### config.mk
export PLATFORM = sky130hd
export DESIGN_NAME = float_dot_product_lanes
export DESIGN_NICKNAME = d
export VERILOG_FILES = /design/src/rtl/fdp_pkg.sv /design/src/rtl/fdp_front.sv /design/src/rtl/fdp_back.sv /design/src/rtl/float_dot_product_lanes.sv
export VERILOG_INCLUDE_DIRS = /design/src /design/src/rtl
export SDC_FILE = /design/constraint.sdc
export NUM_CORES = 2
export LEC_CHECK = 0
export ABC_CLOCK_PERIOD_IN_PS = 19400
export BUFFER_PORTS_ARGS = -buffer_cell sky130_fd_sc_hd__buf_2
export CAP_MARGIN = 20
export CELL_PAD_IN_SITES_DETAIL_PLACEMENT = 1
export CELL_PAD_IN_SITES_GLOBAL_PLACEMENT = 1
export CORE_MARGIN = 2
export CORE_UTILIZATION = 52
export DETAILED_ROUTE_END_ITERATION = 6
export PLACE_DENSITY_LB_ADDON = 0.15
export REMOVE_ABC_BUFFERS = 1
export SLEW_MARGIN = 40
export SYNTH_ARGS = -nofsm -noshare
export SYNTH_HDL_FRONTEND = slang
export SYNTH_SLANG_ARGS = --single-unit
### constraint.sdc
create_clock -name clk -period 19.4 [get_ports clk]
set_clock_uncertainty 0.2 [all_clocks]
set_input_delay 1.94 -clock clk [delete_from_list [all_inputs] [get_ports clk]]
set_output_delay 1.94 -clock clk [all_outputs]
set_load 0.005 [all_outputs]
### src/rtl/float_dot_product_lanes_assert.svh
// Assertion macros shared by the dot product RTL
`ifndef FLOAT_DOT_PRODUCT_LANES_ASSERT_SVH
`define FLOAT_DOT_PRODUCT_LANES_ASSERT_SVH

// same-cycle implication
`define FDP_ASSERT_IMP(lbl, ante, cons, msg) \
  lbl: assert property (@(posedge clk) disable iff (rst) (ante) |-> (cons)) \
    else $error(msg);

// next-cycle implication
`define FDP_ASSERT_NXT(lbl, ante, cons, msg) \
  lbl: assert property (@(posedge clk) disable iff (rst) (ante) |=> (cons)) \
    else $error(msg);

`endif

### src/rtl/fdp_pkg.sv
// Shared types and constants of the lane-interleaved dot product
`default_nettype none
package fdp_pkg;

  localparam int LANES       = 8;
  localparam int LANE_W      = (LANES > 1) ? $clog2(LANES) : 1;
  localparam int QUEUE_DEPTH = 2;
  localparam int QPTR_W      = $clog2(QUEUE_DEPTH);
  localparam int QCNT_W      = $clog2(QUEUE_DEPTH + 1);

  localparam logic [31:0] QNAN     = 32'h7FC0_0000;
  localparam logic [31:0] INF_BITS = 32'h7F80_0000;

  typedef struct packed {
    logic [31:0] a_value;
    logic [31:0] b_value;
    logic        is_last;
  } item_t;

  // request handover between queue and execution side
  typedef struct packed {
    logic  valid;
    item_t item;
  } qhead_t;

  typedef enum logic [2:0] {
    ST_IDLE,
    ST_MUL,
    ST_LZC,
    ST_NORM,
    ST_RND,
    ST_ADD,
    ST_RED0,
    ST_EMIT
  } bst_t;

endpackage
`default_nettype wire

### src/rtl/fdp_front.sv
// Input side: accepts element pairs into a short request queue
`default_nettype none
`include "float_dot_product_lanes_assert.svh"
module fdp_front
  import fdp_pkg::*;
(
  input  wire logic        clk,
  input  wire logic        rst,
  input  wire logic        s_tvalid,
  output logic             s_tready,
  input  wire logic [63:0] s_tdata,  // a_value[31:0], b_value[63:32]
  input  wire logic        s_tlast,  // is_last
  output qhead_t           head,
  input  wire logic        pop
);

  item_t              slots [QUEUE_DEPTH];
  logic [QPTR_W-1:0]  wr_ptr;
  logic [QPTR_W-1:0]  rd_ptr;
  logic [QCNT_W-1:0]  count;
  logic               push;
  logic               do_pop;

  assign s_tready = (count < QCNT_W'(QUEUE_DEPTH));
  assign push     = s_tvalid && s_tready;
  assign do_pop   = pop && (count != '0);

  assign head.valid = (count != '0);
  assign head.item  = slots[rd_ptr];

  always_ff @(posedge clk) begin
    if (push) begin
      slots[wr_ptr] <= '{a_value: s_tdata[31:0], b_value: s_tdata[63:32], is_last: s_tlast};
    end
  end

  always_ff @(posedge clk) begin
    if (rst) begin
      wr_ptr <= '0;
      rd_ptr <= '0;
      count  <= '0;
    end else begin
      if (push) begin
        wr_ptr <= (wr_ptr == QPTR_W'(QUEUE_DEPTH - 1)) ? '0 : wr_ptr + 1'b1;
      end
      if (do_pop) begin
        rd_ptr <= (rd_ptr == QPTR_W'(QUEUE_DEPTH - 1)) ? '0 : rd_ptr + 1'b1;
      end
      if (push && !do_pop) begin
        count <= count + 1'b1;
      end else if (!push && do_pop) begin
        count <= count - 1'b1;
      end
    end
  end

  `FDP_ASSERT_IMP(a_q_bound, 1'b1, count <= QCNT_W'(QUEUE_DEPTH), "queue overfilled")
  `FDP_ASSERT_IMP(a_q_full, count == QCNT_W'(QUEUE_DEPTH), !s_tready, "ready while full")
  `FDP_ASSERT_NXT(a_q_push, push && !do_pop, count == $past(count) + 1'b1, "push lost")

endmodule
`default_nettype wire

### src/rtl/fdp_back.sv
// Execution side: multiply, lane accumulate and final reduction sequencer
`default_nettype none
`include "float_dot_product_lanes_assert.svh"
module fdp_back
  import fdp_pkg::*;
(
  input  wire logic        clk,
  input  wire logic        rst,
  input  wire qhead_t      head,
  output logic             pop,
  output logic             m_tvalid,
  input  wire logic        m_tready,
  output logic [31:0]      m_tdata   // dot_result
);

  function automatic logic f_nan(input logic [31:0] x);
    f_nan = (x[30:0] > INF_BITS[30:0]);
  endfunction

  function automatic logic f_inf(input logic [31:0] x);
    f_inf = (x[30:0] == INF_BITS[30:0]);
  endfunction

  function automatic logic f_zero(input logic [31:0] x);
    f_zero = (x[30:0] == 31'd0);
  endfunction

  bst_t state, state_next;

  logic [31:0]       op_a, op_b, prod, acc;
  logic              last_r, reducing, mode_add, sgn;
  logic [LANE_W-1:0] lane_index, red_idx;
  logic [31:0]       lane_sums [LANES];
  logic [47:0]       w;
  logic [5:0]        lz;
  logic signed [10:0] ex;
  logic [26:0]       sig;

  // multiply operands
  logic [23:0] ma, mb;
  logic [7:0]  ea, eb;
  logic        mul_sign, mul_special;
  logic [31:0] mul_special_val;
  logic signed [10:0] mul_exp;

  always_comb begin
    ma = {|op_a[30:23], op_a[22:0]};
    mb = {|op_b[30:23], op_b[22:0]};
    ea = (op_a[30:23] == 8'd0) ? 8'd1 : op_a[30:23];
    eb = (op_b[30:23] == 8'd0) ? 8'd1 : op_b[30:23];
    mul_sign = op_a[31] ^ op_b[31];
    mul_exp  = $signed({3'b000, ea}) + $signed({3'b000, eb}) - 11'sd126;
    mul_special     = 1'b1;
    mul_special_val = QNAN;
    if (f_nan(op_a) || f_nan(op_b)) begin
      mul_special_val = QNAN;
    end else if (f_inf(op_a) || f_inf(op_b)) begin
      mul_special_val = (f_zero(op_a) || f_zero(op_b)) ? QNAN : {mul_sign, INF_BITS[30:0]};
    end else if (f_zero(op_a) || f_zero(op_b)) begin
      mul_special_val = {mul_sign, 31'd0};
    end else begin
      mul_special = 1'b0;
    end
  end

  // adder operands and alignment
  logic [31:0] add_x, add_y, big, lesser;
  logic        add_special;
  logic [31:0] add_special_val;
  logic [7:0]  e_big, e_small, d;
  logic [26:0] mx, my, my_sh;
  logic [27:0] sum;

  always_comb begin
    add_x = reducing ? acc : lane_sums[lane_index];
    add_y = reducing ? lane_sums[red_idx] : prod;
    if (add_y[30:0] > add_x[30:0]) begin
      big    = add_y;
      lesser = add_x;
    end else begin
      big    = add_x;
      lesser = add_y;
    end
    e_big   = (big[30:23] == 8'd0) ? 8'd1 : big[30:23];
    e_small = (lesser[30:23] == 8'd0) ? 8'd1 : lesser[30:23];
    d  = e_big - e_small;
    mx = {|big[30:23], big[22:0], 3'b000};
    my = {|lesser[30:23], lesser[22:0], 3'b000};
    if (d >= 8'd27) begin
      my_sh = {26'd0, |my};
    end else begin
      my_sh = (my >> d[4:0]) | {26'd0, |(my & ~(27'h7FF_FFFF << d[4:0]))};
    end
    if (big[31] == lesser[31]) begin
      sum = {1'b0, mx} + {1'b0, my_sh};
    end else begin
      sum = {1'b0, mx} - {1'b0, my_sh};
    end
    add_special     = 1'b1;
    add_special_val = QNAN;
    if (f_nan(add_x) || f_nan(add_y)) begin
      add_special_val = QNAN;
    end else if (f_inf(add_x) && f_inf(add_y)) begin
      add_special_val = (add_x[31] == add_y[31]) ? add_x : QNAN;
    end else if (f_inf(add_x)) begin
      add_special_val = add_x;
    end else if (f_inf(add_y)) begin
      add_special_val = add_y;
    end else if (f_zero(add_x) && f_zero(add_y)) begin
      add_special_val = {add_x[31] & add_y[31], 31'd0};
    end else if (f_zero(add_x)) begin
      add_special_val = add_y;
    end else if (f_zero(add_y)) begin
      add_special_val = add_x;
    end else if (sum == 28'd0) begin
      // exact cancellation gives +0
      add_special_val = 32'd0;
    end else begin
      add_special = 1'b0;
    end
  end

  // leading-zero search over the normaliser word
  logic [5:0] lz_next;
  always_comb begin
    lz_next = 6'd0;
    for (int i = 0; i < 48; i++) begin
      if (w[i]) lz_next = 6'(47 - i);
    end
  end

  logic [47:0] wn;
  logic [26:0] sig_next;
  always_comb begin
    wn       = w << lz;
    sig_next = wn[47:21] | {26'd0, |wn[20:0]};
  end

  // round and pack
  logic [8:0]  sh;
  logic [26:0] s2;
  logic [23:0] mrnd;
  logic [24:0] mrnd_inc;
  logic        inc;
  logic [7:0]  eu;
  logic [30:0] bits;
  logic [31:0] rnd_val;

  always_comb begin
    sh = 9'(11'sd1 - ex);
    s2 = sig;
    eu = ex[7:0];
    if (ex <= 11'sd0) begin
      eu = 8'd1;
      if (sh >= 9'd31) begin
        s2 = {26'd0, |sig};
      end else begin
        s2 = (sig >> sh[4:0]) | {26'd0, |(sig & ~(27'h7FF_FFFF << sh[4:0]))};
      end
    end
    mrnd     = s2[26:3];
    inc      = (s2[2:0] > 3'd4) || ((s2[2:0] == 3'd4) && mrnd[0]);
    mrnd_inc = {1'b0, mrnd} + {24'd0, inc};
    bits     = {eu - 8'd1, 23'd0} + {6'd0, mrnd_inc};
    if (bits >= INF_BITS[30:0]) bits = INF_BITS[30:0];
    rnd_val  = {sgn, bits};
    if (ex >= 11'sd255) rnd_val = {sgn, INF_BITS[30:0]};
  end

  // an addition finishes here
  logic        fin_valid;
  logic [31:0] fin_val;
  logic        emit;

  always_comb begin
    fin_valid = ((state == ST_ADD) && add_special) || ((state == ST_RND) && mode_add);
    fin_val   = (state == ST_ADD) ? add_special_val : rnd_val;
    emit      = (state == ST_EMIT) && (!m_tvalid || m_tready);
    pop       = (state == ST_IDLE) && head.valid;
  end

  always_comb begin
    state_next = state;
    unique case (state)
      ST_IDLE: if (head.valid) state_next = ST_MUL;
      ST_MUL:  state_next = mul_special ? ST_ADD : ST_LZC;
      ST_LZC:  state_next = ST_NORM;
      ST_NORM: state_next = ST_RND;
      ST_RND: begin
        if (!mode_add) begin
          state_next = ST_ADD;
        end else if (!reducing) begin
          state_next = last_r ? ST_RED0 : ST_IDLE;
        end else begin
          state_next = (red_idx == LANE_W'(LANES - 1)) ? ST_EMIT : ST_ADD;
        end
      end
      ST_ADD: begin
        if (!add_special) begin
          state_next = ST_LZC;
        end else if (!reducing) begin
          state_next = last_r ? ST_RED0 : ST_IDLE;
        end else begin
          state_next = (red_idx == LANE_W'(LANES - 1)) ? ST_EMIT : ST_ADD;
        end
      end
      ST_RED0: state_next = (LANES == 1) ? ST_EMIT : ST_ADD;
      ST_EMIT: if (emit) state_next = ST_IDLE;
      default: state_next = ST_IDLE;
    endcase
  end

  always_ff @(posedge clk) begin
    if (rst) begin
      state      <= ST_IDLE;
      lane_index <= '0;
      reducing   <= 1'b0;
      m_tvalid   <= 1'b0;
      for (int i = 0; i < LANES; i++) lane_sums[i] <= 32'd0;
    end else begin
      state <= state_next;
      if (emit) begin
        m_tvalid <= 1'b1;
      end else if (m_tvalid && m_tready) begin
        m_tvalid <= 1'b0;
      end
      if (fin_valid && !reducing) begin
        lane_sums[lane_index] <= fin_val;
        lane_index <= (lane_index == LANE_W'(LANES - 1)) ? '0 : lane_index + 1'b1;
      end
      if (state == ST_RED0) reducing <= 1'b1;
      if (emit) begin
        reducing   <= 1'b0;
        lane_index <= '0;
        for (int i = 0; i < LANES; i++) lane_sums[i] <= 32'd0;
      end
    end
  end

  always_ff @(posedge clk) begin
    case (state)
      ST_IDLE: begin
        op_a   <= head.item.a_value;
        op_b   <= head.item.b_value;
        last_r <= head.item.is_last;
      end
      ST_MUL: begin
        prod     <= mul_special_val;
        w        <= ma * mb;
        ex       <= mul_exp;
        sgn      <= mul_sign;
        mode_add <= 1'b0;
      end
      ST_LZC:  lz <= lz_next;
      ST_NORM: begin
        sig <= sig_next;
        ex  <= ex - $signed({5'd0, lz});
      end
      ST_RND: if (!mode_add) prod <= rnd_val;
      ST_ADD: begin
        w        <= {sum, 20'd0};
        ex       <= $signed({3'b000, e_big}) + 11'sd1;
        sgn      <= big[31];
        mode_add <= 1'b1;
      end
      ST_RED0: begin
        acc     <= lane_sums[0];
        red_idx <= LANE_W'(1);
      end
      ST_EMIT: if (emit) m_tdata <= acc;
      default: ;
    endcase
    if (fin_valid && reducing) begin
      acc     <= fin_val;
      red_idx <= red_idx + 1'b1;
    end
  end

  `FDP_ASSERT_IMP(a_emit_red, state == ST_EMIT, reducing, "emit outside reduction")
  `FDP_ASSERT_IMP(a_idle_acc, state == ST_IDLE, !reducing, "reduction flag left set")
  `FDP_ASSERT_NXT(a_fin_idle, fin_valid && !reducing && !last_r, state == ST_IDLE,
                  "accumulate did not return to idle")

endmodule
`default_nettype wire

### src/rtl/float_dot_product_lanes.sv
// Top level of the lane-interleaved single-precision dot product
// Each request carries one element pair; its product is rounded and added to lane
// k mod 8 with round-to-nearest-even, and a request with tlast set returns the
// eight lane partials summed from lane 0 upwards, then clears the lanes. Requests
// enter a two-deep queue, so up to two are taken while the execution sequencer
// works. One shared multiply/add/normalise/round datapath sets the rate: a pair
// runs the multiply, then the add, each with normalise and round (zero, infinite
// or NaN operands skip these); a last pair adds the reduction and output load.
`default_nettype none
module float_dot_product_lanes
  import fdp_pkg::*;
(
  input  wire logic        clk,
  input  wire logic        rst,
  input  wire logic        s_tvalid,
  output logic             s_tready,
  input  wire logic [63:0] s_tdata,   // a_value[31:0], b_value[63:32]
  input  wire logic        s_tlast,   // is_last
  output logic             m_tvalid,
  input  wire logic        m_tready,
  output logic [31:0]      m_tdata    // dot_result[31:0]
);

  qhead_t head;
  logic   pop;

  fdp_front u_front (
    .clk      (clk),
    .rst      (rst),
    .s_tvalid (s_tvalid),
    .s_tready (s_tready),
    .s_tdata  (s_tdata),
    .s_tlast  (s_tlast),
    .head     (head),
    .pop      (pop)
  );

  fdp_back u_back (
    .clk      (clk),
    .rst      (rst),
    .head     (head),
    .pop      (pop),
    .m_tvalid (m_tvalid),
    .m_tready (m_tready),
    .m_tdata  (m_tdata)
  );

endmodule
`default_nettype wire
==> impl_metrics.csv <==
group,metric,value,unit
critical_path,reg2reg_slack,2550,ps
logic_synthesis,synthesis_stage_register_bit_count,662,
placed_design,post-place-cells,7466,
clocking,clock-sinks,662,
sta,timing_worst_slew_pin_value,901.2,ps
sta,report.final.setup_viol,0,
placed_design,hpwl,158300,um
critical_path,data_required_time_of_the_worst_path,19590,ps
final_layout,final-seq-area,19710,um^2
sta,post-route-worst-setup-slack,2548,ps
sta,finalCriticalPeriod,16850,ps
routing,routed_wire_length_per_instance,28.27,um
die,ioPinCount,103,
critical_path,critical_path.most_common_cell,"sky130_fd_sc_hd__buf_4",
logic_synthesis,synth_top_flop_cell,"sky130_fd_sc_hd__edfxtp_1",
clocking,cts-hold-fix-buffers,0,
run_status,run_status,"completed",
routing,first_pass_iters,6,
routing,num_vias,49513,
logic_synthesis,synthArstFlopShare,0,
placed_design,dp_worst_setup_slack,2631,ps
die,die_width,349.6,um
logic_synthesis,synth-warning-count,0,
clocking,cts_setup_buffers,0,
final_layout,fin_cells,7604,
final_layout,layout.nets,6855,
routing,final_antenna_net_count,0,
critical_path,worst_setup_path_start_kind,"register",
sta,finalMaxSlewViolations,0,
global_routing,number_of_global_route_vias_before_repair,52596,
logic_synthesis,synthDominantAreaCellType,"sky130_fd_sc_hd__edfxtp_1",
sta,timing.max_slew.rel_slack,0.3949,
clocking,cts_tree,"done",
critical_path,critical_path_peak_fanout,63,
logic_synthesis,synth_largest_type_area_fraction,0.3113,
logic_synthesis,yosys.cell_types.count,93,
critical_path,worstSetupEndpoint,"u_back.lane_sums[1][9]",
routing,routed_wirelength,215000,um
die,design.core.area,118200,um^2
critical_path,worst_r2r_path_depth,54,
die,design.die.area,122200,um^2
critical_path,crit_path_top_delay_cell,"sky130_fd_sc_hd__dfxtp_2",
clocking,ctsRootBufferMaster,"sky130_fd_sc_hd__clkbuf_16",
critical_path,worst_setup_path_end_kind,"register",
placed_design,buffers_added_on_ports,102,
global_routing,globalRouteOverflowTotal,0,
logic_synthesis,synth_common_cells,"725 x sky130_fd_sc_hd__nand2_1, 661 x sky130_fd_sc_hd__inv_1, 644 x sky130_fd_sc_hd__edfxtp_1",
sta,hold_viol_final,0,
logic_synthesis,ys_top_cells_by_area,"sky130_fd_sc_hd__edfxtp_1 31%, sky130_fd_sc_hd__fa_1 16%, sky130_fd_sc_hd__mux4_2 7.3%",
job,max-cap-violations,0,
sta,max_freq,0.05934,GHz
logic_synthesis,synth_area,62120,um^2
clocking,htree_num_levels,3,
logic_synthesis,synth-edff-count,644,
critical_path,destination_of_the_worst_register_to_register_timing_path,"u_back.lane_sums[1][9]",
critical_path,timing_worst_setup_path_type,"reg2reg",
logic_synthesis,synth.most_common_cell,"sky130_fd_sc_hd__nand2_1",
final_layout,final_layout_size_suffix_gt1_frac,0.1472,
clocking,path_clk_slew,60,ps
logic_synthesis,synth-seq-area-share,0.3171,
sta,layout_worst_path_cycle_share,0.8686,
critical_path,worst-endpoint-arrival,17040,ps
global_routing,first_pass_grt_wire_length,327900,um
final_layout,area_of_the_multi_input_gates,38380,um^2
final_layout,area_delta_synth_final,7.455,%
critical_path,crit_path_max_incr_delay,880,ps
logic_synthesis,syn-instance-count,6115,
clocking,clock_latency,690,ps
global_routing,antenna_found_initial,6,
sta,rsz0062_at_grt,"no",
sta,whs,248.0,ps
placed_design,placer_congestion_estimate,0.9698,
final_layout,final.fill_count,12719,
min_path,hold_class,"reg2reg",
clocking,clock_path_buffers,3,
clocking,cts_inserted_buffers,74,
routing,drt_first_iter_violations,5077,
global_routing,maximum_number_of_pins_on_one_net_before_global_route_repair,75,
die,floorplan.initialDensity,0.5254,
routing,drc,0,
min_path,worstHoldPathCells,0,
clocking,post_cts.resized_instances,0,
routing,post_drt_via_cell_ratio,6.511,
die,die_height,349.6,um
die,cell_row_count,126,
logic_synthesis,postSynthAreaPerCell,10.16,um^2
global_routing,grt_use_total,0.3551,
state kept, by name, summed over array words and instances (netlist names), 3 cells and up, named ones only:
| register | cells |
|---|---|
| u_back.acc | 32 |
| u_back.ex | 11 |
| u_back.lane_index | 3 |
| u_back.lane_sums | 256 |
| u_back.lz | 6 |
| u_back.m_tdata | 32 |
| u_back.op_a | 32 |
| u_back.op_b | 32 |
| u_back.prod | 32 |
| u_back.red_idx | 3 |
| u_back.sig | 27 |
| u_back.state | 3 |
| u_back.w | 48 |
| u_front.slots | 130 |
layout by cell type, fill, tap and decap left out, drive strengths merged, types with 14 or more instances in the layout:
cell	instances
xor2	68
clkinv	35
buf	239
or2	24
a22oi	44
xnor2	62
o31ai	22
o22ai	49
mux2	94
and3	24
o21a	24
inv	672
o21bai	27
clkbuf	89
a21o	46
nor2	351
a21oi	277
or3	25
nand2	725
and2	249
edfxtp	644
nor3	339
o22a	31
fa	486
o221ai	17
a31oi	29
a211oi	34
nand2b	39
nand3	68
dfxtp	18
ha	294
nand4	38
mux4	200
o21ai	256
nor4	46
o211ai	27
mux2i	120
a221o	14
nor2b	42
final cells by class:
| class | count | share of cell area |
|---|---|---|
| antenna | 1 | 0.00003749 |
| clock buffer | 88 | 0.02932 |
| clock inverter | 49 | 0.008060 |
| inverter | 670 | 0.03770 |
| multi-input combinational | 4358 | 0.5750 |
| sequential | 662 | 0.2953 |
| tap | 1536 | 0.02879 |
| timing repair buffer | 240 | 0.02574 |
through the flow:
stage	utilization	TNS, ps	cell area [um^2]
final	0.5645	0	66750
after detailed placement	0.5428	0	64180
after floorplan	-	-928020	60250
after CTS	0.5639	0	66680
after global routing	0.5645	0	66750
after global placement	0.5401	0	63860
worst max-delay path, delay by kind of cell, from the launching register on:
family / cells / cell delay [ps]
compound gates: 19 / 5370
simple gates: 19 / 4100
buf+inv: 10 / 3560
fa+ha+maj: 4 / 1630
flops: 1 / 880
mux: 2 / 610
routing by layer:
layer	GRT usage	wire length, um	vias to the layer above
met4	0.1125	6970	6
met1	0.4972	88650	25368
met5	0	41	-
met3	0.06575	20210	466
li1	-	-	21141
met2	0.5614	99090	2532
worst min-delay path by stage:
stage	slack [ps]	end	startpoint
finish	250	u_back.m_tdata[5]	u_back.acc[5]
floorplan	220	u_back.m_tdata[10]	u_back.acc[10]
detailed placement	230	u_back.m_tdata[5]	u_back.acc[5]
global route	270	u_back.m_tdata[10]	u_back.acc[10]
CTS	250	u_back.m_tdata[5]	u_back.acc[5]
global placement	240	u_back.m_tdata[10]	u_back.acc[10]
cells by family after synthesis:
logic type	after synthesis	share of synthesized area
AOI/OAI and AO/OA	1015	0.1048
muxes	414	0.1089
DFF	662	0.3171
buffers and inverters	1095	0.07062
adders and majority gates	780	0.2158
and+or+nand+nor	2019	0.1644
xor gates and xnor gates	130	0.01833
Power is left out: the tool's default activity adds up to more than one toggle a clock period on the data nets, which glitch-free logic cannot reach.
